`config.mk`:
```
export PLATFORM = sky130hd
export DESIGN_NAME = ictf_front_flat
export DESIGN_NICKNAME = d
export VERILOG_FILES = /design/src/rtl/ictf_pkg.sv /design/src/rtl/ictf_if.sv /design/src/rtl/ictf_front.sv /design/src/flat_wrapper.sv
export SDC_FILE = /design/constraint.sdc
export NUM_CORES = 1
export LEC_CHECK = 0
export BUFFER_PORTS_ARGS = -buffer_cell sky130_fd_sc_hd__buf_2
export CORE_MARGIN = 3
export CORE_UTILIZATION = 40
export CTS_CLUSTER_DIAMETER = 30
export DETAILED_ROUTE_END_ITERATION = 8
export MAX_ROUTING_LAYER = met4
export PLACE_DENSITY_LB_ADDON = 0.12
export SLEW_MARGIN = 20
export SYNTH_ARGS = -nofsm -noshare
export SYNTH_HDL_FRONTEND = slang
export SYNTH_SLANG_ARGS = --single-unit
```
`constraint.sdc`:
```
create_clock -name clk -period 5.48 [get_ports clk]
set_input_delay 1.37 -clock clk [delete_from_list [all_inputs] [get_ports clk]]
set_output_delay 1.37 -clock clk [all_outputs]
set_load 0.005 [all_outputs]
```
`src/rtl/ictf_pkg.sv`:
```
// Shared widths, register indexes, item types and the CORDIC angle table of the tilt filter.
package ictf_pkg;

  localparam int AXIS_W     = 16;
  localparam int RATE_W     = 17;
  localparam int TS_W       = 32;
  localparam int ANG_W      = 32;
  localparam int OFF_W      = 25;
  localparam int BIAS_W     = 16;
  localparam int CFG_IDX_W  = 3;
  localparam int CFG_DATA_W = 25;

  localparam logic [CFG_IDX_W-1:0] CFG_ROLL_OFF  = 3'd0;
  localparam logic [CFG_IDX_W-1:0] CFG_PITCH_OFF = 3'd1;
  localparam logic [CFG_IDX_W-1:0] CFG_BIAS_X    = 3'd2;
  localparam logic [CFG_IDX_W-1:0] CFG_BIAS_Y    = 3'd3;
  localparam logic [CFG_IDX_W-1:0] CFG_BIAS_Z    = 3'd4;

  localparam int CORDIC_ITER_DEF = 16;
  localparam int ANG_TAB_LEN     = 24;
  localparam int ANG_IDX_W       = 5;
  localparam int CORDIC_FRAC     = 16;
  localparam int CX_W            = 36;
  localparam int CZ_W            = 33;
  localparam int TILT_W          = 26;

  // atan(2^-i) in units of 2^-24 degree.
  localparam logic signed [31:0] ATAN_TAB [ANG_TAB_LEN] = '{
    32'sd754974720, 32'sd445687602, 32'sd235489088, 32'sd119537938,
    32'sd60000934,  32'sd30029717,  32'sd15018523,  32'sd7509720,
    32'sd3754917,   32'sd1877466,   32'sd938734,    32'sd469367,
    32'sd234684,    32'sd117342,    32'sd58671,     32'sd29335,
    32'sd14668,     32'sd7334,      32'sd3667,      32'sd1833,
    32'sd917,       32'sd458,       32'sd229,       32'sd115
  };

  localparam int Q_DEPTH = 2;

  typedef struct packed {
    logic signed [AXIS_W-1:0] ax;
    logic signed [AXIS_W-1:0] ay;
    logic signed [AXIS_W-1:0] az;
    logic signed [RATE_W-1:0] rx;
    logic signed [RATE_W-1:0] ry;
    logic signed [RATE_W-1:0] rz;
    logic [TS_W-1:0]          dt;
  } item_t;

  typedef struct packed {
    logic signed [OFF_W-1:0] roll_off;
    logic signed [OFF_W-1:0] pitch_off;
  } offs_t;

endpackage

```
`src/rtl/ictf_if.sv`:
```
// Valid/ready channel interfaces for samples, results and register writes.
interface ictf_in_if;
  logic                                valid;
  logic                                ready;
  logic signed [ictf_pkg::AXIS_W-1:0]  accel_x;
  logic signed [ictf_pkg::AXIS_W-1:0]  accel_y;
  logic signed [ictf_pkg::AXIS_W-1:0]  accel_z;
  logic signed [ictf_pkg::AXIS_W-1:0]  rate_x;
  logic signed [ictf_pkg::AXIS_W-1:0]  rate_y;
  logic signed [ictf_pkg::AXIS_W-1:0]  rate_z;
  logic [ictf_pkg::TS_W-1:0]           timestamp_us;
  modport source (output valid, accel_x, accel_y, accel_z, rate_x, rate_y, rate_z,
                  timestamp_us, input ready);
  modport sink   (input valid, accel_x, accel_y, accel_z, rate_x, rate_y, rate_z,
                  timestamp_us, output ready);
endinterface


interface ictf_cfg_if;
  logic                                valid;
  logic                                ready;
  logic [ictf_pkg::CFG_IDX_W-1:0]      index;
  logic [ictf_pkg::CFG_DATA_W-1:0]     wdata;
  modport source (output valid, index, wdata, input ready);
  modport sink   (input valid, index, wdata, output ready);
endinterface

```
`src/rtl/ictf_front.sv`:
```
// Front end: register file, sample intake, gyro bias removal and timestamp delta.
module ictf_front (
  input  logic            clk,
  input  logic            rst_n,
  ictf_in_if.sink         in_ch,
  ictf_cfg_if.sink        cfg_ch,
  output logic            q_push,
  output ictf_pkg::item_t q_wdata,
  input  logic            q_full,
  output ictf_pkg::offs_t offs
);
  import ictf_pkg::*;

  logic [TS_W-1:0]          last_ts_r;
  logic signed [BIAS_W-1:0] bias_x_r;
  logic signed [BIAS_W-1:0] bias_y_r;
  logic signed [BIAS_W-1:0] bias_z_r;
  logic signed [OFF_W-1:0]  roll_off_r;
  logic signed [OFF_W-1:0]  pitch_off_r;

  assign in_ch.ready  = !q_full;
  assign cfg_ch.ready = 1'b1;
  assign q_push       = in_ch.valid && !q_full;

  always_comb begin
    q_wdata.ax = in_ch.accel_x;
    q_wdata.ay = in_ch.accel_y;
    q_wdata.az = in_ch.accel_z;
    q_wdata.rx = RATE_W'($signed(in_ch.rate_x)) - RATE_W'($signed(bias_x_r));
    q_wdata.ry = RATE_W'($signed(in_ch.rate_y)) - RATE_W'($signed(bias_y_r));
    q_wdata.rz = RATE_W'($signed(in_ch.rate_z)) - RATE_W'($signed(bias_z_r));
    // The delta wraps modulo 2^32, so a backwards timestamp gives a huge delta.
    q_wdata.dt = in_ch.timestamp_us - last_ts_r;
    offs.roll_off  = roll_off_r;
    offs.pitch_off = pitch_off_r;
  end

  always_ff @(posedge clk) begin
    if (!rst_n) begin
      last_ts_r   <= '0;
      bias_x_r    <= '0;
      bias_y_r    <= '0;
      bias_z_r    <= '0;
      roll_off_r  <= '0;
      pitch_off_r <= '0;
    end else begin
      if (q_push) begin
        last_ts_r <= in_ch.timestamp_us;
      end
      if (cfg_ch.valid) begin
        unique case (cfg_ch.index)
          CFG_ROLL_OFF:  roll_off_r  <= cfg_ch.wdata[OFF_W-1:0];
          CFG_PITCH_OFF: pitch_off_r <= cfg_ch.wdata[OFF_W-1:0];
          CFG_BIAS_X:    bias_x_r    <= cfg_ch.wdata[BIAS_W-1:0];
          CFG_BIAS_Y:    bias_y_r    <= cfg_ch.wdata[BIAS_W-1:0];
          CFG_BIAS_Z:    bias_z_r    <= cfg_ch.wdata[BIAS_W-1:0];
          default: ;
        endcase
      end
    end
  end

endmodule

```
`src/flat_wrapper.sv`:
```
// flat-port wrapper written by rule: the top's interface ports become plain ports
module ictf_front_flat import ictf_pkg::*;
  (clk, rst_n, q_push, q_wdata, q_full, offs, in_ch_valid, in_ch_accel_x, in_ch_accel_y, in_ch_accel_z, in_ch_rate_x, in_ch_rate_y, in_ch_rate_z, in_ch_timestamp_us, in_ch_ready, cfg_ch_valid, cfg_ch_index, cfg_ch_wdata, cfg_ch_ready);
  ictf_in_if in_ch_i ();
  ictf_cfg_if cfg_ch_i ();
  input  logic clk;
  input  logic rst_n;
  output logic q_push;
  output ictf_pkg::item_t q_wdata;
  input  logic q_full;
  output ictf_pkg::offs_t offs;
  input wire logic [$bits(in_ch_i.valid)-1:0] in_ch_valid;
  input wire logic [$bits(in_ch_i.accel_x)-1:0] in_ch_accel_x;
  input wire logic [$bits(in_ch_i.accel_y)-1:0] in_ch_accel_y;
  input wire logic [$bits(in_ch_i.accel_z)-1:0] in_ch_accel_z;
  input wire logic [$bits(in_ch_i.rate_x)-1:0] in_ch_rate_x;
  input wire logic [$bits(in_ch_i.rate_y)-1:0] in_ch_rate_y;
  input wire logic [$bits(in_ch_i.rate_z)-1:0] in_ch_rate_z;
  input wire logic [$bits(in_ch_i.timestamp_us)-1:0] in_ch_timestamp_us;
  output wire logic [$bits(in_ch_i.ready)-1:0] in_ch_ready;
  input wire logic [$bits(cfg_ch_i.valid)-1:0] cfg_ch_valid;
  input wire logic [$bits(cfg_ch_i.index)-1:0] cfg_ch_index;
  input wire logic [$bits(cfg_ch_i.wdata)-1:0] cfg_ch_wdata;
  output wire logic [$bits(cfg_ch_i.ready)-1:0] cfg_ch_ready;
  assign in_ch_i.valid = in_ch_valid;
  assign in_ch_i.accel_x = in_ch_accel_x;
  assign in_ch_i.accel_y = in_ch_accel_y;
  assign in_ch_i.accel_z = in_ch_accel_z;
  assign in_ch_i.rate_x = in_ch_rate_x;
  assign in_ch_i.rate_y = in_ch_rate_y;
  assign in_ch_i.rate_z = in_ch_rate_z;
  assign in_ch_i.timestamp_us = in_ch_timestamp_us;
  assign in_ch_ready = in_ch_i.ready;
  assign cfg_ch_i.valid = cfg_ch_valid;
  assign cfg_ch_i.index = cfg_ch_index;
  assign cfg_ch_i.wdata = cfg_ch_wdata;
  assign cfg_ch_ready = cfg_ch_i.ready;
  ictf_front u_core (.clk(clk), .rst_n(rst_n), .in_ch(in_ch_i), .cfg_ch(cfg_ch_i), .q_push(q_push), .q_wdata(q_wdata), .q_full(q_full), .offs(offs));
endmodule
```
**Word-level counts from Yosys, hierarchy flattened**

Index checks and enable logic that the tools add are counted.

- Add/sub/neg operators: 4
- Equality and inequality tests: 4
- Reduce and logical (&&, ||, !) cells: 8

Operator list:

| operator | number |
|---|---|
| 16-bit by 16-bit subtractor with 17-bit output | 3 |
| 32-bit subtractor | 1 |
| 2-bit AND reduction | 5 |
| 3-bit by 2-bit == test with 1-bit output, second input constant | 2 |
| 3-bit by 1-bit == test with 1-bit output, second input constant | 1 |
| 3-bit == test, second input constant | 1 |
| 3-bit logical NOT | 1 |
| 1-bit logical AND | 1 |
| 1-bit logical NOT | 1 |

- Bits of input ports: 161
- Register bits after elaboration: 130
- Output and inout bits: 184
- Word-level logic and storage cells: 22

**Longest topological paths before layout**

- Depth in word-level cells: 2
- Mapped depth: 11
- Mapped depth without buffers: 11

**Worst setup path after synthesis**

OpenSTA, ideal clock, no wires.

- Path type: input -> output
- Start: input in_ch_timestamp_us[0]
- End: output q_wdata[28] (netlist bit)
- Stages on the path: 11
- Arrival time: 3360 ps
- Setup slack: 750 ps
- Buffers on the path: 0
- Data required time: 4110 ps
- Cells stage by stage: inv_1 > ha_1 > fa_1 > nor2b_1 > o211ai_1 > a21boi_1 > o211ai_1 > a21oi_1 > a31oi_1 > nand4b_1 > or3b_1

RTL lines:

| element | line | text |
|---|---|---|
| from (decl) | flat_wrapper.sv:19 | `input wire logic [$bits(in_ch_i.timestamp_us)-1:0] in_ch_timestamp_us;` |
| to (decl) | flat_wrapper.sv:9 | `output ictf_pkg::item_t q_wdata;` |

==> results_dict.tcl <==
set metrics [dict create \
    place_hpwl_um 19500 \
    port_buffers 247 \
    min_to "u_core.bias_y_r[6]$_SDFFE_PN0P_" \
    grt_pass1_wl_um 40500 \
    period_share 0.956 \
    p_leak_nw 4.63 \
    fillers 2344 \
    critPathMaxStageDelay_ns 0.42 \
    cp_slowest_cell "fa_1" \
    switching_share 0.303 \
    clock_skew_ns 0 \
    drive_gt1_frac 0.215 \
    first_pass_iters 4 \
    tightest_slew_ns 1.01 \
    fin_setup_tns_ns 0 \
    drc 0 \
    status "finished, final reports clean" \
    via_per_inst 4.95 \
    dieArea_um2 24800 \
    synth.area.top_cells "dfxtp_1, nand2_1, ha_1" \
    cts.clk_slew.worst_paths_ns 0.06 \
    wl_um 25600 \
    cp_num_buf_inv 3 \
    cts_setup_buffers 0 \
    syn_inst 1208 \
    yosysMostFrequentCell "nand2_1" \
    ir_worst_vdd_mv 0.191 \
    nets 1629 \
    wl_per_cell_um 15.2 \
    grt_overflow_total 0 \
    cts.path.max_buffers 2 \
    internal_power_mw 1.96 \
    gp_congestion 0.872 \
    min_path_cells 2 \
    detail-route-antenna-nets 0 \
    min_period_ns 5.24 \
    p_switching_uw 850 \
    rsz0062_at_grt "false" \
    initial_core_util 0.413 \
    ys_warn_count 0 \
    power_frac_clock 0.413 \
    grt_pass1_vias 8045 \
    clock-sinks 130 \
    setup_viol 0 \
    synthArstFlopShare 0 \
    cts-root-buf "clkbuf_16" \
    syn_nets 1452 \
    syn2layout_area_growth_pct 18.5 \
    worstHoldPathType "reg2reg" \
    startpoint_type "input pin" \
    clkLatencyLatePin_ns 0.41 \
    grt_max_degree 68 \
    numCtsBuffers 17 \
    synthFlopType "dfxtp_1" \
    yosysUniqueCellTypes 64 \
    die_x_um 157 \
    arrival_ns 3.87 \
    p_per_area_nw_per_um2 259 \
    cpLargestDelayFamily "compound AO/OA/AOI/OAI gates" \
    synth_common_cells "nand2_1, dfxtp_1, a21boi_0, inv_1, ha_1" \
    cp_max_fo 3 \
    clock.fmax_ghz 0.191 \
    path_depth 13 \
    synth_edf_count 0 \
    core.rowCount 54 \
    synth_seq_area_share 0.284 \
    r2r-end "u_core.bias_y_r[1]$_SDFFE_PN0P_" \
    hold_violations 0 \
    endpoint_kind "primary output" \
    synth_area_leader_cell "dfxtp_1" \
    crit_chain "buf_2 -> inv_1 -> ha_1 -> fa_1 -> nor2b_1 -> o211ai_1 -> a21boi_1 -> o211ai_1 -> a21oi_2 -> a31oi_1 -> nand4b_1 -> or3b_1 -> buf_2" \
    synth_area_um2 9160 \
    r2r_cells 2 \
    grt_usage 0.209 \
    pin_count 345 \
    ys_ff_latch 130 \
    via_count 8307 \
    seqPwrFrac 0.350 \
    comb_power_share 0.237 \
    maxCapViolCount 0 \
    critPathKind "in2out" \
    min-delay-start "u_core.bias_y_r[6]$_SDFFE_PN0P_" \
    required_ns 4.11 \
    relSlewSlack 0.325 \
    cts_tree "yes" \
    slew_viol_final 0 \
    synth_top_area_share 0.284 \
    dr.first_iter.drc_count 306 \
    avgSynthCellArea_um2 7.58 \
    core_area_um2 22200 \
    r2r_start "u_core.bias_y_r[1]$_SDFFE_PN0P_" \
    die_h_um 157 \
    finalPower_mw 2.81 \
    antenna_found_initial 1 \
    r2r_slack_ns 4.75 \
    htreeDepth 4 \
]
==> placed cells by master (no fill, tap or decap), types with 9 or more instances in the layout <==
master	Yosys	final
nor2_1	40	40
xor2_1	21	21
inv_1	110	110
nor3_1	9	9
o21ai_0	15	15
nand2b_1	9	9
ha_1	79	79
a21boi_1	18	18
xnor2_1	44	44
buf_2	1	246
a21oi_1	50	49
nand3_1	13	13
a21boi_0	120	120
dfxtp_1	130	130
a31oi_1	12	12
clkbuf_16	0	17
nor2b_1	18	18
o21ai_1	18	18
nand2_1	297	297
a21o_1	26	26
o21a_1	10	10
==> metal layers <==
| layer | wire [um] | up-vias | global-route usage |
|---|---|---|---|
| li1 | - | 4319 | - |
| met1 | 11600 | 3731 | 0.254 |
| met2 | 11900 | 226 | 0.345 |
| met3 | 1690 | 31 | 0.0525 |
| met4 | 446 | 0 | 0.0595 |
| met5 | 0 | - | - |
==> repair_timing <==
item                       in CTS  in global routing
hold buffers                    0                  0
setup endpoints to repair       0                  1
gates resized for setup         0                  1
==> how the worst max path moves through the flow <==
| stage | start | to | slack (ns) |
|---|---|---|---|
| 5_1_grt | in_ch_timestamp_us[0] | q_wdata[28] | 0.04 |
| 3_5_place_dp | in_ch_timestamp_us[0] | q_wdata[28] | 0.15 |
| 2_1_floorplan | in_ch_timestamp_us[0] | q_wdata[28] | 0.75 |
| 6_report | in_ch_timestamp_us[0] | q_wdata[28] | 0.24 |
| 3_3_place_gp | in_ch_timestamp_us[0] | q_wdata[28] | 0.20 |
| 4_1_cts | in_ch_timestamp_us[0] | q_wdata[28] | 0.15 |
==> flip-flops by register name, summed over array words and instances (netlist names) <==
signal / count
u_core.bias_x_r: 16
u_core.bias_y_r: 16
u_core.bias_z_r: 16
u_core.last_ts_r: 32
u_core.pitch_off_r: 25
u_core.roll_off_r: 25
==> stage by stage <==
| stage | setup slack [ns] | instance area, um^2 | hold slack [ns] | cells | util |
|---|---|---|---|---|---|
| after floorplan | 0.750 | 9160 | 0.435 | 1208 | - |
| after global placement | 0.201 | 10200 | 0.442 | 1644 | 0.461 |
| after detailed placement | 0.154 | 10200 | 0.448 | 1644 | 0.461 |
| after CTS | 0.149 | 10800 | 0.456 | 1676 | 0.488 |
| after global routing | 0.0447 | 10900 | 0.473 | 1679 | 0.490 |
| final | 0.241 | 10900 | 0.454 | 1679 | 0.490 |
==> cells by family (layout without fill, tap and decap cells) <==
group,Yosys count,after routing,synth area share
other cells,1,2,0.000409
buf+inv,206,396,0.106
simple gates,416,416,0.193
mux,3,3,0.00328
flops,130,130,0.284
xor+xnor,65,65,0.0621
compound gates,304,304,0.234
fa+ha+maj,83,83,0.117
==> worst register-to-register path, stage by stage, from the launching register on <==
cell	delay (ns)
dfxtp_1	0.40
nand2_1	0.06
a21boi_0	0.19
==> power groups by stage <==
| stage | clock, mW | sequential, mW | combinational [mW] |
|---|---|---|---|
| after floorplan | 0 | 1.00 | 0.444 |
| after global routing | 1.22 | 0.987 | 0.748 |
| final | 1.16 | 0.984 | 0.665 |
| after global placement | 0 | 1.00 | 0.668 |
| after detailed placement | 0 | 1.00 | 0.667 |
| after CTS | 1.19 | 0.984 | 0.671 |
==> layout make-up <==
cell class,instances,area (um^2),share of cell area
Timing Repair Buffer,254,1300,0.120
Clock inverter,15,173,0.0159
Clock buffer,17,425,0.0392
Multi-Input combinational cell,872,5590,0.515
Antenna cell,1,2.50,0.000230
Tap cell,280,350,0.0323
Sequential cell,130,2600,0.240
Inverter,110,413,0.0380
Note: power is estimated with default switching activity, not from simulation.
