[src/rtl/ictf_pkg.sv]
// Shared widths, register indexes, item types and the CORDIC angle table of the tilt filter.
package ictf_pkg;

  localparam int AXIS_W     = 16;
  localparam int RATE_W     = 17;
  localparam int TS_W       = 32;
  localparam int ANG_W      = 32;
  localparam int OFF_W      = 25;
  localparam int BIAS_W     = 16;
  localparam int CFG_IDX_W  = 3;
  localparam int CFG_DATA_W = 25;

  localparam logic [CFG_IDX_W-1:0] CFG_ROLL_OFF  = 3'd0;
  localparam logic [CFG_IDX_W-1:0] CFG_PITCH_OFF = 3'd1;
  localparam logic [CFG_IDX_W-1:0] CFG_BIAS_X    = 3'd2;
  localparam logic [CFG_IDX_W-1:0] CFG_BIAS_Y    = 3'd3;
  localparam logic [CFG_IDX_W-1:0] CFG_BIAS_Z    = 3'd4;

  localparam int CORDIC_ITER_DEF = 16;
  localparam int ANG_TAB_LEN     = 24;
  localparam int ANG_IDX_W       = 5;
  localparam int CORDIC_FRAC     = 16;
  localparam int CX_W            = 36;
  localparam int CZ_W            = 33;
  localparam int TILT_W          = 26;

  // atan(2^-i) in units of 2^-24 degree.
  localparam logic signed [31:0] ATAN_TAB [ANG_TAB_LEN] = '{
    32'sd754974720, 32'sd445687602, 32'sd235489088, 32'sd119537938,
    32'sd60000934,  32'sd30029717,  32'sd15018523,  32'sd7509720,
    32'sd3754917,   32'sd1877466,   32'sd938734,    32'sd469367,
    32'sd234684,    32'sd117342,    32'sd58671,     32'sd29335,
    32'sd14668,     32'sd7334,      32'sd3667,      32'sd1833,
    32'sd917,       32'sd458,       32'sd229,       32'sd115
  };

  localparam int Q_DEPTH = 2;

  typedef struct packed {
    logic signed [AXIS_W-1:0] ax;
    logic signed [AXIS_W-1:0] ay;
    logic signed [AXIS_W-1:0] az;
    logic signed [RATE_W-1:0] rx;
    logic signed [RATE_W-1:0] ry;
    logic signed [RATE_W-1:0] rz;
    logic [TS_W-1:0]          dt;
  } item_t;

  typedef struct packed {
    logic signed [OFF_W-1:0] roll_off;
    logic signed [OFF_W-1:0] pitch_off;
  } offs_t;

endpackage

[src/rtl/ictf_fifo.sv]
// Short queue that decouples sample intake from the compute back end.
module ictf_fifo (
  input  logic            clk,
  input  logic            rst_n,
  input  logic            push,
  input  ictf_pkg::item_t wdata,
  output logic            full,
  input  logic            pop,
  output logic            valid,
  output ictf_pkg::item_t rdata
);
  import ictf_pkg::*;

  localparam int PTR_W = (Q_DEPTH > 1) ? $clog2(Q_DEPTH) : 1;
  localparam int CNT_W = $clog2(Q_DEPTH + 1);

  item_t            mem_r [Q_DEPTH];
  logic [PTR_W-1:0] wr_ptr_r;
  logic [PTR_W-1:0] rd_ptr_r;
  logic [CNT_W-1:0] cnt_r;

  assign full  = (cnt_r == CNT_W'(Q_DEPTH));
  assign valid = (cnt_r != '0);
  assign rdata = mem_r[rd_ptr_r];

  always_ff @(posedge clk) begin
    if (push) begin
      mem_r[wr_ptr_r] <= wdata;
    end
  end

  always_ff @(posedge clk) begin
    if (!rst_n) begin
      wr_ptr_r <= '0;
      rd_ptr_r <= '0;
      cnt_r    <= '0;
    end else begin
      if (push) begin
        wr_ptr_r <= (wr_ptr_r == PTR_W'(Q_DEPTH - 1)) ? '0 : wr_ptr_r + 1'b1;
      end
      if (pop) begin
        rd_ptr_r <= (rd_ptr_r == PTR_W'(Q_DEPTH - 1)) ? '0 : rd_ptr_r + 1'b1;
      end
      if (push && !pop) begin
        cnt_r <= cnt_r + 1'b1;
      end else if (pop && !push) begin
        cnt_r <= cnt_r - 1'b1;
      end
    end
  end

endmodule

[config.mk]
export PLATFORM = sky130hd
export DESIGN_NAME = ictf_fifo
export DESIGN_NICKNAME = d
export VERILOG_FILES = /design/src/rtl/ictf_pkg.sv /design/src/rtl/ictf_fifo.sv
export SDC_FILE = /design/constraint.sdc
export NUM_CORES = 1
export LEC_CHECK = 0
export CORE_MARGIN = 4
export CORE_UTILIZATION = 60
export DETAILED_ROUTE_END_ITERATION = 10
export DONT_BUFFER_PORTS = 1
export GPL_TIMING_DRIVEN = 1
export PLACE_DENSITY = 0.74
export SYNTH_ARGS = -nofsm -noshare
export SYNTH_HDL_FRONTEND = slang
export SYNTH_SLANG_ARGS = --single-unit
export TNS_END_PERCENT = 50
[constraint.sdc]
create_clock -name clk -period 20.5 [get_ports clk]
set_clock_uncertainty 0.2 [all_clocks]
set_input_delay 2.05 -clock clk [delete_from_list [all_inputs] [get_ports clk]]
set_output_delay 2.05 -clock clk [all_outputs]
set_load 0.02 [all_outputs]
-- After elaboration in Yosys (flattened, before gate mapping)
Memory sizes are Yosys's and may differ from the RTL's. A register that Yosys moved wholly into a read port is not among the register bits.
Cells that the tools add are included.
- word-level logic and storage cells: 23
- bits in writable memories: 262
- memories kept: 1
- register bits after elaboration: 4
- memories (memory ; depth ; width ; read ports ; clocked after memory_dff ; wr ports ; RTL line ; source):
    mem_r ; 2 ; 131 ; 1 ; 1 ; 1 ; ictf_fifo.sv:17 ; item_t mem_r [Q_DEPTH];
- equal/unequal tests: 1
- add/subtract/negate cells: 4
- reduce and logical (&&, ||, !) cells: 6
- mux-type cells: 8
- operator list (cell ; number):
    1-bit two-way mux ; 6
    2-bit two-way mux ; 2
    2-bit nonzero test ; 2
    1-bit adder (second input constant) ; 2
    2-bit by 1-bit adder with 2-bit output (second input constant) ; 1
    2-bit equality test (second input constant) ; 1
    1-bit logical AND ; 2
    1-bit logical NOT ; 2
    2-bit by 1-bit subtractor with 2-bit output (second input constant) ; 1

-- Longest topological paths before layout
Gate-level depths: netlist (run 1).
- word-level depth: 4
- gate-level depth with buffers: 5

-- Worst setup path before layout (run 1)
OpenSTA, ideal clock, no wires.
- kind: input -> register
- start point: input port push
- end point: memory mem_r[0][0] (netlist bit) (enable)
- arrival time: 7757 ps
- buffers on the path: 0
- setup time: 639 ps
- stages on the path: 1
- slack: 11904 ps
- path through: nor2b_1
- cells in the longest elaborated chain, start to end: 2
- RTL lines (item ; RTL line ; source):
    start: declaration ; ictf_fifo.sv:5 ; input logic push,
    1-bit two-way mux ; ictf_fifo.sv:27 ; if (push) begin
    1-bit two-way mux (implied by the code) ; ictf_fifo.sv:28 ; mem_r[wr_ptr_r] <= wdata;
    end: declaration ; ictf_fifo.sv:17 ;
No other way between the ends.

==> metrics.md, run 1 <==
| Metric | Value |
|---|---|
| Starting Density | `0.608` |
| GRT Overall Usage | `0.166` |
| Cell depth of the worst flop-to-flop path | `3` |
| Critical path capture point type | `output port` |
| CP Class | `reg2out` |
| Final nets | `584` |
| Setup Slack @ Placement | `15540 ps` |
| Clk_lat worst skew | `510 ps` |
| Mapped Area | `10000 sq um` |
| Commonest non-fill, non-tap cell in the layout | `edfxtp_1` |
| Syn Inst Count | `430` |
| CTS root buf | `clkbuf_16` |
| Crit Path Max Fanout | `53` |
| RSZ-0062 raised after global routing | `false` |
| Flop2flop setup slack | `17420 ps` |
| Slew Viols, Final | `0` |
| Outcome | `finished clean` |
| HP Class | `reg2reg` |
| Count of different cell masters after synthesis | `18` |
| Post-Place Cells | `640` |
| Syn nets | `566` |
| Final setup margin | `15050 ps` |
| First-pass GRT wire length | `23500 um` |
| Die Wd | `137 um` |
| Final hold slack | `354 ps` |
| Mean Syn Cell Area | `23.4 sq um` |
| Clock sinks | `267` |
| Total Wirelength | `16500 um` |
| Die Ht | `137 um` |
| FF-to-FF Start | `wr_ptr_r` |
| Final setup fails | `0` |
| Vias per Instance | `5.73` |
| Final Hold Vio Count | `0` |
| Slew HR | `0.290` |
| Clk pin slew, worst setup/hold paths | `60 ps` |
| Ports | `268` |
| DR pass1 iterations | `4` |
| Number of global-route vias before repair | `4090` |
| Crit path time final | `5450 ps` |
| Largest net degree at the start of global routing | `79` |
| Worst-Margin Slew | `1060 ps` |
| FILL cells | `1013` |
| Port Buffers | `0` |
| Pwr dens | `109 nW/um^2` |
| Grt ovf | `0` |
| Design Area, Final | `11100 sq um` |
| Max Cap Viol | `0` |
| Via count | `3933` |
| Setup TNS Final | `0 ps` |
| Cts bufs inserted | `26` |
| # diodes | `0` |
| Worst setup SP type | `flop` |
| H-tree levels | `1` |
| Yosys reg bits | `267` |
| Gpl congestion | `0.743` |
| Initial antenna violation count | `0` |
| CTS tree | `built` |
| Total power | `1.21 mW` |
| DR WL/cell | `24.0 um` |
| Post-synthesis sequential area ratio | `0.793` |
| Fin crit share | `0.266` |
| F_max | `0.184 GHz` |
| Most frequent cells in the layout | `262 x edfxtp_1, 90 x mux2_4, 41 x mux2_2` |
| CP arrival | `3200 ps` |
| DR iter-0 viols | `187` |
| Share of layout cells above drive strength 1 | `0.380` |
| Core Region | `16500 sq um` |
| LEAKAGE | `3.83 nW` |
| Hpwl dp | `11200 um` |
| Remaining routing DRC violations | `0` |
| Std-Cell Rows | `47` |
| Layout Utilization | `0.670` |
| Area growth, synth to finish | `10.1%` |
| Share of Yosys cell area claimed by the top area cell type | `0.783` |
| Antenna-violating nets left | `0` |
| Req. time, crit path | `18250 ps` |
| Final Non-Filler Cells | `686` |
| Yosys warns | `0` |
| Synth area leaders | `edfxtp_1 78%, mux2_4 13%, mux2_2 4.6%` |
| Die area | `18900 sq um` |
| Leading area contributor after synthesis | `edfxtp_1` |
| Post-DP Area | `10200 sq um` |
| Number of setup buffers added after CTS | `0` |
| Maximum VDD drop | `79.6 uV` |
| Crit path capture | `rdata[75]` |
| Gates resized, CTS repair | `0` |
| CTS max path bufs | `3` |
| R2r endpoint | `mem_r[0][31]` |
| # hold bufs at CTS | `0` |
-- worst min-delay path by stage --
stage	slack (ps)	end	startpoint	cells after the start
floorplan	270	cnt_r[1]	cnt_r[1]	2
global placement	290	cnt_r[1]	cnt_r[1]	2
detailed placement	340	cnt_r[1]	cnt_r[1]	2
CTS	350	cnt_r[1]	cnt_r[1]	2
global route	380	cnt_r[1]	cnt_r[1]	2
finish	350	cnt_r[1]	cnt_r[1]	2
-- cell usage after synthesis --
master and number:
edfxtp_1 262, mux2_4 90, mux2_2 41, buf_6 10, dfxtp_1 5, and2_1 4, buf_2 4, nor2b_1 3
xor2_1 2, a21boi_0 1, buf_8 1, ha_1 1, inv_1 1, o21a_1 1, o21ai_0 1, or2_2 1
or3_1 1, xnor2_1 1
-- routing by layer --
layer / global-route usage / vias to the layer above / wire length [um]
li1: - / 1740 / -
met3: 0.108 / 33 / 2750
met4: 0.0493 / 0 / 354
met5: 0 / - / 0
met1: 0.170 / 1954 / 5210
met2: 0.278 / 206 / 8180
-- state kept, by name (all words and copies together) (netlist names), named ones only --
signal,cells
wr_ptr_r,1
cnt_r,2
rd_ptr_r,1
mem_r,262
-- cell families (layout without fill, tap and decap cells) --
family / after synthesis / count (layout) / synth area share
flip-flops: 267 / 267 / 0.793
multiplexers: 131 / 131 / 0.180
buffers and inverters: 16 / 52 / 0.0151
AND/OR/NAND/NOR: 9 / 9 / 0.00560
AO/OA/AOI/OAI: 3 / 3 / 0.00199
XOR/XNOR: 3 / 3 / 0.00262
adder cells (fa/ha/maj): 1 / 1 / 0.00125
-- layout make-up --
class / instances / area, sq um / share of cell area
clock buffers: 36 / 739 / 0.0668
inverters: 1 / 3.75 / 0.000339
clock inverters: 10 / 98.8 / 0.00893
repair buffers: 5 / 37.5 / 0.00339
multi-input cells: 147 / 1940 / 0.175
well taps: 220 / 275 / 0.0249
flip-flops and latches: 267 / 7970 / 0.720
-- critical path, stage by stage (launching register included) --
cell	delay [ps]
dfxtp_4	700
buf_4	650
buf_4	820
mux2_4	400
-- power by group --
group	total, mW	internal (mW)	switching [mW]
combinational	0.115	0.0434	0.0712
clock	0.455	0.275	0.179
sequential	0.642	0.632	0.0102
total	1.21	0.951	0.261
Power figures use the tool's default switching activity.
==> run 2, diff against run 1 <==
ABC_AREA = 1   (was unset)
CORE_UTILIZATION = 57   (was 60)
PLACE_DENSITY = 0.73   (was 0.74)
clock period = 5 ns   (was 20.5 ns; I/O delays follow)
==> metrics.md, run 2 <==
| Metric | Value |
|---|---|
| Die Ht | `141 um` |
| Largest net degree at the start of global routing | `101` |
| Number of synthesized flops with an enable pin | `262` |
| Critical path capture point type | `output port` |
| Crit Path Max Fanout | `40` |
| CTS root buf | `clkbuf_16` |
| Hold Startpoint | `push` |
| Die Wd | `141 um` |
| Total power | `4.98 mW` |
| Number of global-route vias before repair | `5033` |
| Crit path time final | `3140 ps` |
| Max Cap Viol | `0` |
| Share of flip-flops with an asynchronous set or reset | `0` |
| Largest registers | `mem_r: 262 flops, cnt_r: 2 flops` |
| Hpwl dp | `11400 um` |
| First-pass GRT wire length | `29400 um` |
| Post-synthesis sequential area ratio | `0.792` |
| Fin crit share | `0.628` |
| Mapped Area | `10100 sq um` |
| Cts bufs inserted | `26` |
| Antenna-violating nets left | `0` |
| Final setup fails | `0` |
| Clk pin slew, worst setup/hold paths | `60 ps` |
| Synth area leaders | `edfxtp_1 78%, mux2_4 13%, mux2_2 4.6%` |
| CTS tree | `built` |
| Via count | `4597` |
| CP cell instances | `buf_4 -> mux2_2` |
| Port Buffers | `0` |
| Slew Viols, Final | `0` |
| LEAKAGE | `4.41 nW` |
| FF-to-FF Start | `wr_ptr_r` |
| Starting Density | `0.581` |
| Die area | `19800 sq um` |
| Storage cell area | `7970 sq um` |
| Slew HR | `0.277` |
| Most frequent cells in the layout | `262 x edfxtp_1, 134 x dlygate4sd3_1, 90 x mux2_4` |
| Area growth, synth to finish | `23.4%` |
| CP Class | `reg2out` |
| Final Hold Vio Count | `0` |
| Final nets | `732` |
| Remaining routing DRC violations | `0` |
| Buffers plus inverters on the worst setup path | `1` |
| F_max | `0.318 GHz` |
| Slowest stage cell, crit path | `dfxtp_4` |
| RSZ-0062 raised after global routing | `false` |
| # diodes | `0` |
| GRT Overall Usage | `0.193` |
| Clk_lat worst skew | `510 ps` |
| HP Class | `in2reg` |
| Area of the multi-input gates | `1920 sq um` |
| DR iter-0 viols | `207` |
| Max reg flops | `262` |
| H-tree levels | `1` |
| Ports | `268` |
| Pwr dens | `402 nW/um^2` |
| CP max stage delay | `770 ps` |
| Crit-path leading delay family | `flip-flops` |
| Largest Register | `mem_r` |
| Mean Syn Cell Area | `22.7 sq um` |
| CP arrival | `2440 ps` |
| Leading area contributor after synthesis | `edfxtp_1` |
| Std-Cell Rows | `48` |
| Gpl congestion | `0.794` |
| Commonest non-fill, non-tap cell in the layout | `edfxtp_1` |
| Yosys warns | `0` |
| Number of setup buffers added after CTS | `0` |
| DR pass1 iterations | `4` |
| Setup TNS Final | `0 ps` |
| Clock sinks | `267` |
| Syn Inst Count | `443` |
| Core Region | `17300 sq um` |
| Outcome | `finished clean` |
| Total Wirelength | `19500 um` |
| Cell with the most instances after synthesis | `edfxtp_1` |
| Yosys reg bits | `267` |
| Main flop type after synthesis | `edfxtp_1` |
| Initial antenna violation count | `0` |
| Syn nets | `579` |
| Share of layout cells above drive strength 1 | `0.280` |
| Count of different cell masters after synthesis | `15` |
| DR WL/cell | `23.3 um` |
| Most frequent cells after synthesis | `262 x edfxtp_1, 90 x mux2_4, 41 x mux2_2` |
| Maximum VDD drop | `274 uV` |
| Worst-Margin Slew | `1080 ps` |
| Req. time, crit path | `4300 ps` |
| Worst setup SP type | `flop` |
| Grt ovf | `0` |
| CTS max path bufs | `3` |
| Share of Yosys cell area claimed by the top area cell type | `0.782` |
| FILL cells | `1005` |
| Vias per Instance | `5.48` |
[run 2: final timing paths]
check            endpoint  slack (ps)  cells past startpoint
min reg2reg      rd_ptr_r         300                      2
max reg2reg  mem_r[0][77]        2700                      2
max            rdata[111]        1860                      2
min              cnt_r[0]          90                      2
[run 2: cells by family after synthesis]
group | count (synthesis) | synth area share
flip-flops | 267 | 0.792
multiplexers | 131 | 0.180
buffers and inverters | 23 | 0.0177
AND/OR/NAND/NOR | 19 | 0.00747
AO/OA/AOI/OAI | 2 | 0.000994
adder cells (fa/ha/maj) | 1 | 0.00124
[run 2: routing by layer]
metal / up-vias / routed length, um / global-route usage
met5: - / 0 / 0
li1: 2038 / - / -
met1: 2287 / 7310 / 0.238
met4: 0 / 384 / 0.0495
met3: 33 / 1920 / 0.0614
met2: 239 / 9890 / 0.333
[run 2: cell type report]
class                      count  area share
sequential                   267       0.642
multi-input combinational    153       0.155
timing repair buffer         140       0.113
clock buffer                  31      0.0557
tap                          225      0.0227
clock inverter                15     0.00928
inverter                       8     0.00282
[run 2: through the flow]
| stage | std cells | worst slack [ps] | utilization | cell area, sq um | hold slack [ps] |
|---|---|---|---|---|---|
| 6_report | 839 | 1860 | 0.718 | 12400 | 90.7 |
| 3_5_place_dp | 659 | 2350 | 0.593 | 10300 | 292 |
| 3_3_place_gp | 659 | 2360 | 0.593 | 10300 | 279 |
| 5_1_grt | 839 | 1720 | 0.718 | 12400 | 73.6 |
| 2_1_floorplan | 443 | 438 | - | 10100 | 263 |
| 4_1_cts | 839 | 1800 | 0.718 | 12400 | 55.5 |
[run 2: power by group]
part / internal (mW) / total, mW / switching (mW)
clock: 1.08 / 1.82 / 0.742
sequential: 2.59 / 2.64 / 0.0444
combinational: 0.222 / 0.526 / 0.305
total: 3.89 / 4.98 / 1.09
[run 2: repair_timing]
action	in CTS	in global routing
hold buffers	134	0
resized for setup	0	0
hold endpoints to repair	267	0
==> run 3, diff against run 2 <==
clock period = 2.8 ns   (was 5 ns; I/O delays follow)
==> metrics.md, run 3 (synthesis gave the netlist of run 2 again) <==
| Metric | Value |
|---|---|
| Layout Utilization | `0.724` |
| CP max stage delay | `730 ps` |
| Post-DP Area | `10400 sq um` |
| R2r endpoint | `wr_ptr_r` |
| Number of global-route vias before repair | `5083` |
| Req. time, crit path | `2320 ps` |
| Slew Viols, Final | `0` |
| CTS max path bufs | `3` |
| RSZ-0062 raised after global routing | `false` |
| Total Wirelength | `19500 um` |
| Slowest stage cell, crit path | `dfxtp_4` |
| Final Hold Vio Count | `0` |
| Critical path capture point type | `output port` |
| Largest net degree at the start of global routing | `92` |
| Stages on worst setup path | `2` |
| # hold bufs at CTS | `136` |
| Largest Register | `mem_r` |
| Number of setup buffers added after CTS | `0` |
| Slew HR | `0.596` |
| Crit path time final | `2490 ps` |
| Die area | `19800 sq um` |
| GRT Overall Usage | `0.191` |
| Buffers plus inverters on the worst setup path | `1` |
| Clk_lat worst skew | `510 ps` |
| Pwr dens | `711 nW/um^2` |
| # diodes | `0` |
| CP arrival | `2010 ps` |
| Ports | `268` |
| Starting Density | `0.581` |
| Remaining routing DRC violations | `0` |
| CP cell instances | `buf_4 -> mux2_2` |
| Share of layout cells above drive strength 1 | `0.286` |
| Crit-path leading delay family | `flip-flops` |
| Most frequent cells in the layout | `262 x edfxtp_1, 136 x dlygate4sd3_1, 90 x mux2_4` |
| Core Region | `17300 sq um` |
| Die Ht | `141 um` |
| FF-to-FF Start | `wr_ptr_r` |
| LEAKAGE | `4.45 nW` |
| H-tree levels | `1` |
| Crit path capture | `rdata[0]` |
| Std-Cell Rows | `48` |
| Die Wd | `141 um` |
| Largest registers | `mem_r: 262 flops, cnt_r: 2 flops` |
| Flop2flop setup slack | `830 ps` |
| Port Buffers | `0` |
| Max reg flops | `262` |
| Antenna-violating nets left | `0` |
| CP Class | `reg2out` |
| Cell depth of the worst flop-to-flop path | `5` |
| Setup Slack @ Placement | `846 ps` |
| Final nets | `739` |
| Gpl congestion | `0.746` |
| Maximum VDD drop | `638 uV` |
| Vias per Instance | `5.52` |
| Via count | `4681` |
| Grt ovf | `0` |
| First-pass GRT wire length | `29400 um` |
| Hpwl dp | `11600 um` |
| Cts bufs inserted | `27` |
| DR WL/cell | `23.0 um` |
| Design Area, Final | `12500 sq um` |
| DR iter-0 viols | `260` |
| Initial antenna violation count | `0` |
| Final setup fails | `0` |
| Worst-Margin Slew | `606 ps` |
| Max Cap Viol | `0` |
| Crit Path Max Fanout | `29` |
| Final setup margin | `308 ps` |
| F_max | `0.401 GHz` |
| Clk pin slew, worst setup/hold paths | `60 ps` |
| CTS root buf | `clkbuf_16` |
| Fin crit share | `0.890` |
| Area growth, synth to finish | `24.5%` |
| CTS tree | `built` |
| Setup TNS Final | `0 ps` |
| Worst setup SP type | `flop` |
| Gates resized, CTS repair | `0` |
| Clock sinks | `267` |
| HP Class | `in2reg` |
| Outcome | `finished clean` |
| Commonest non-fill, non-tap cell in the layout | `edfxtp_1` |
| DR pass1 iterations | `5` |
-- run 3: cell count changes in the layout (fill, tap and decap cells not counted), sizes merged --
cell         before  now
dlygate4sd3     134  136
buf               6   10
inv               8    9
clkinv           12   14
bufinv            2    1
clkbuf           31   32
-- run 3: metrics by stage --
stage | hold slack (ps) | total power [mW] | instances
2_1_floorplan | 179 | 5.44 | 443
3_3_place_gp | 179 | 5.54 | 663
3_5_place_dp | 179 | 5.56 | 663
4_1_cts | 125 | 8.95 | 848
5_1_grt | 146 | 9.23 | 848
6_report | 126 | 8.90 | 848
-- run 3: worst register-to-register path: cells and delay by family (launching register included) --
kind	cells	cell delay [ps]
buf+inv	2	1100
flops	1	370
simple gates	3	200
-- run 3: report_power, final --
group          total [mW]  internal [mW]  leakage (nW)  switching (mW)
Clock                3.23           1.85         0.386            1.38
Sequential           4.71           4.63          2.50          0.0770
Combinational       0.961          0.415          1.56           0.546
Total                8.90           6.89          4.45            2.00
-- run 3: worst min path at each step --
stage / to / slack (ps) / from / cells past startpoint
2_1_floorplan: mem_r[0][0] / 180 / wdata[0] / 0
3_3_place_gp: mem_r[0][16] / 180 / wdata[16] / 0
3_5_place_dp: mem_r[1][86] / 180 / wdata[86] / 0
4_1_cts: mem_r[0][24] / 120 / push / 3
5_1_grt: mem_r[0][15] / 150 / push / 3
6_report: mem_r[0][47] / 130 / push / 3
-- run 3: layer usage --
metal  share of wire  vias up  global-route usage
li1                -     2058                   -
met1            0.36     2372               0.228
met2            0.53      218               0.344
met3           0.088       33              0.0556
met4           0.017        0              0.0439
met5               0        -                   0
-- run 3: final cells by class --
class	instances	area, sq um
clock buffers	32	694
clock inverters	17	101
fillers	983	4780
inverters	8	33.8
multi-input cells	153	1920
flip-flops and latches	267	7970
well taps	225	282
repair buffers	146	1510
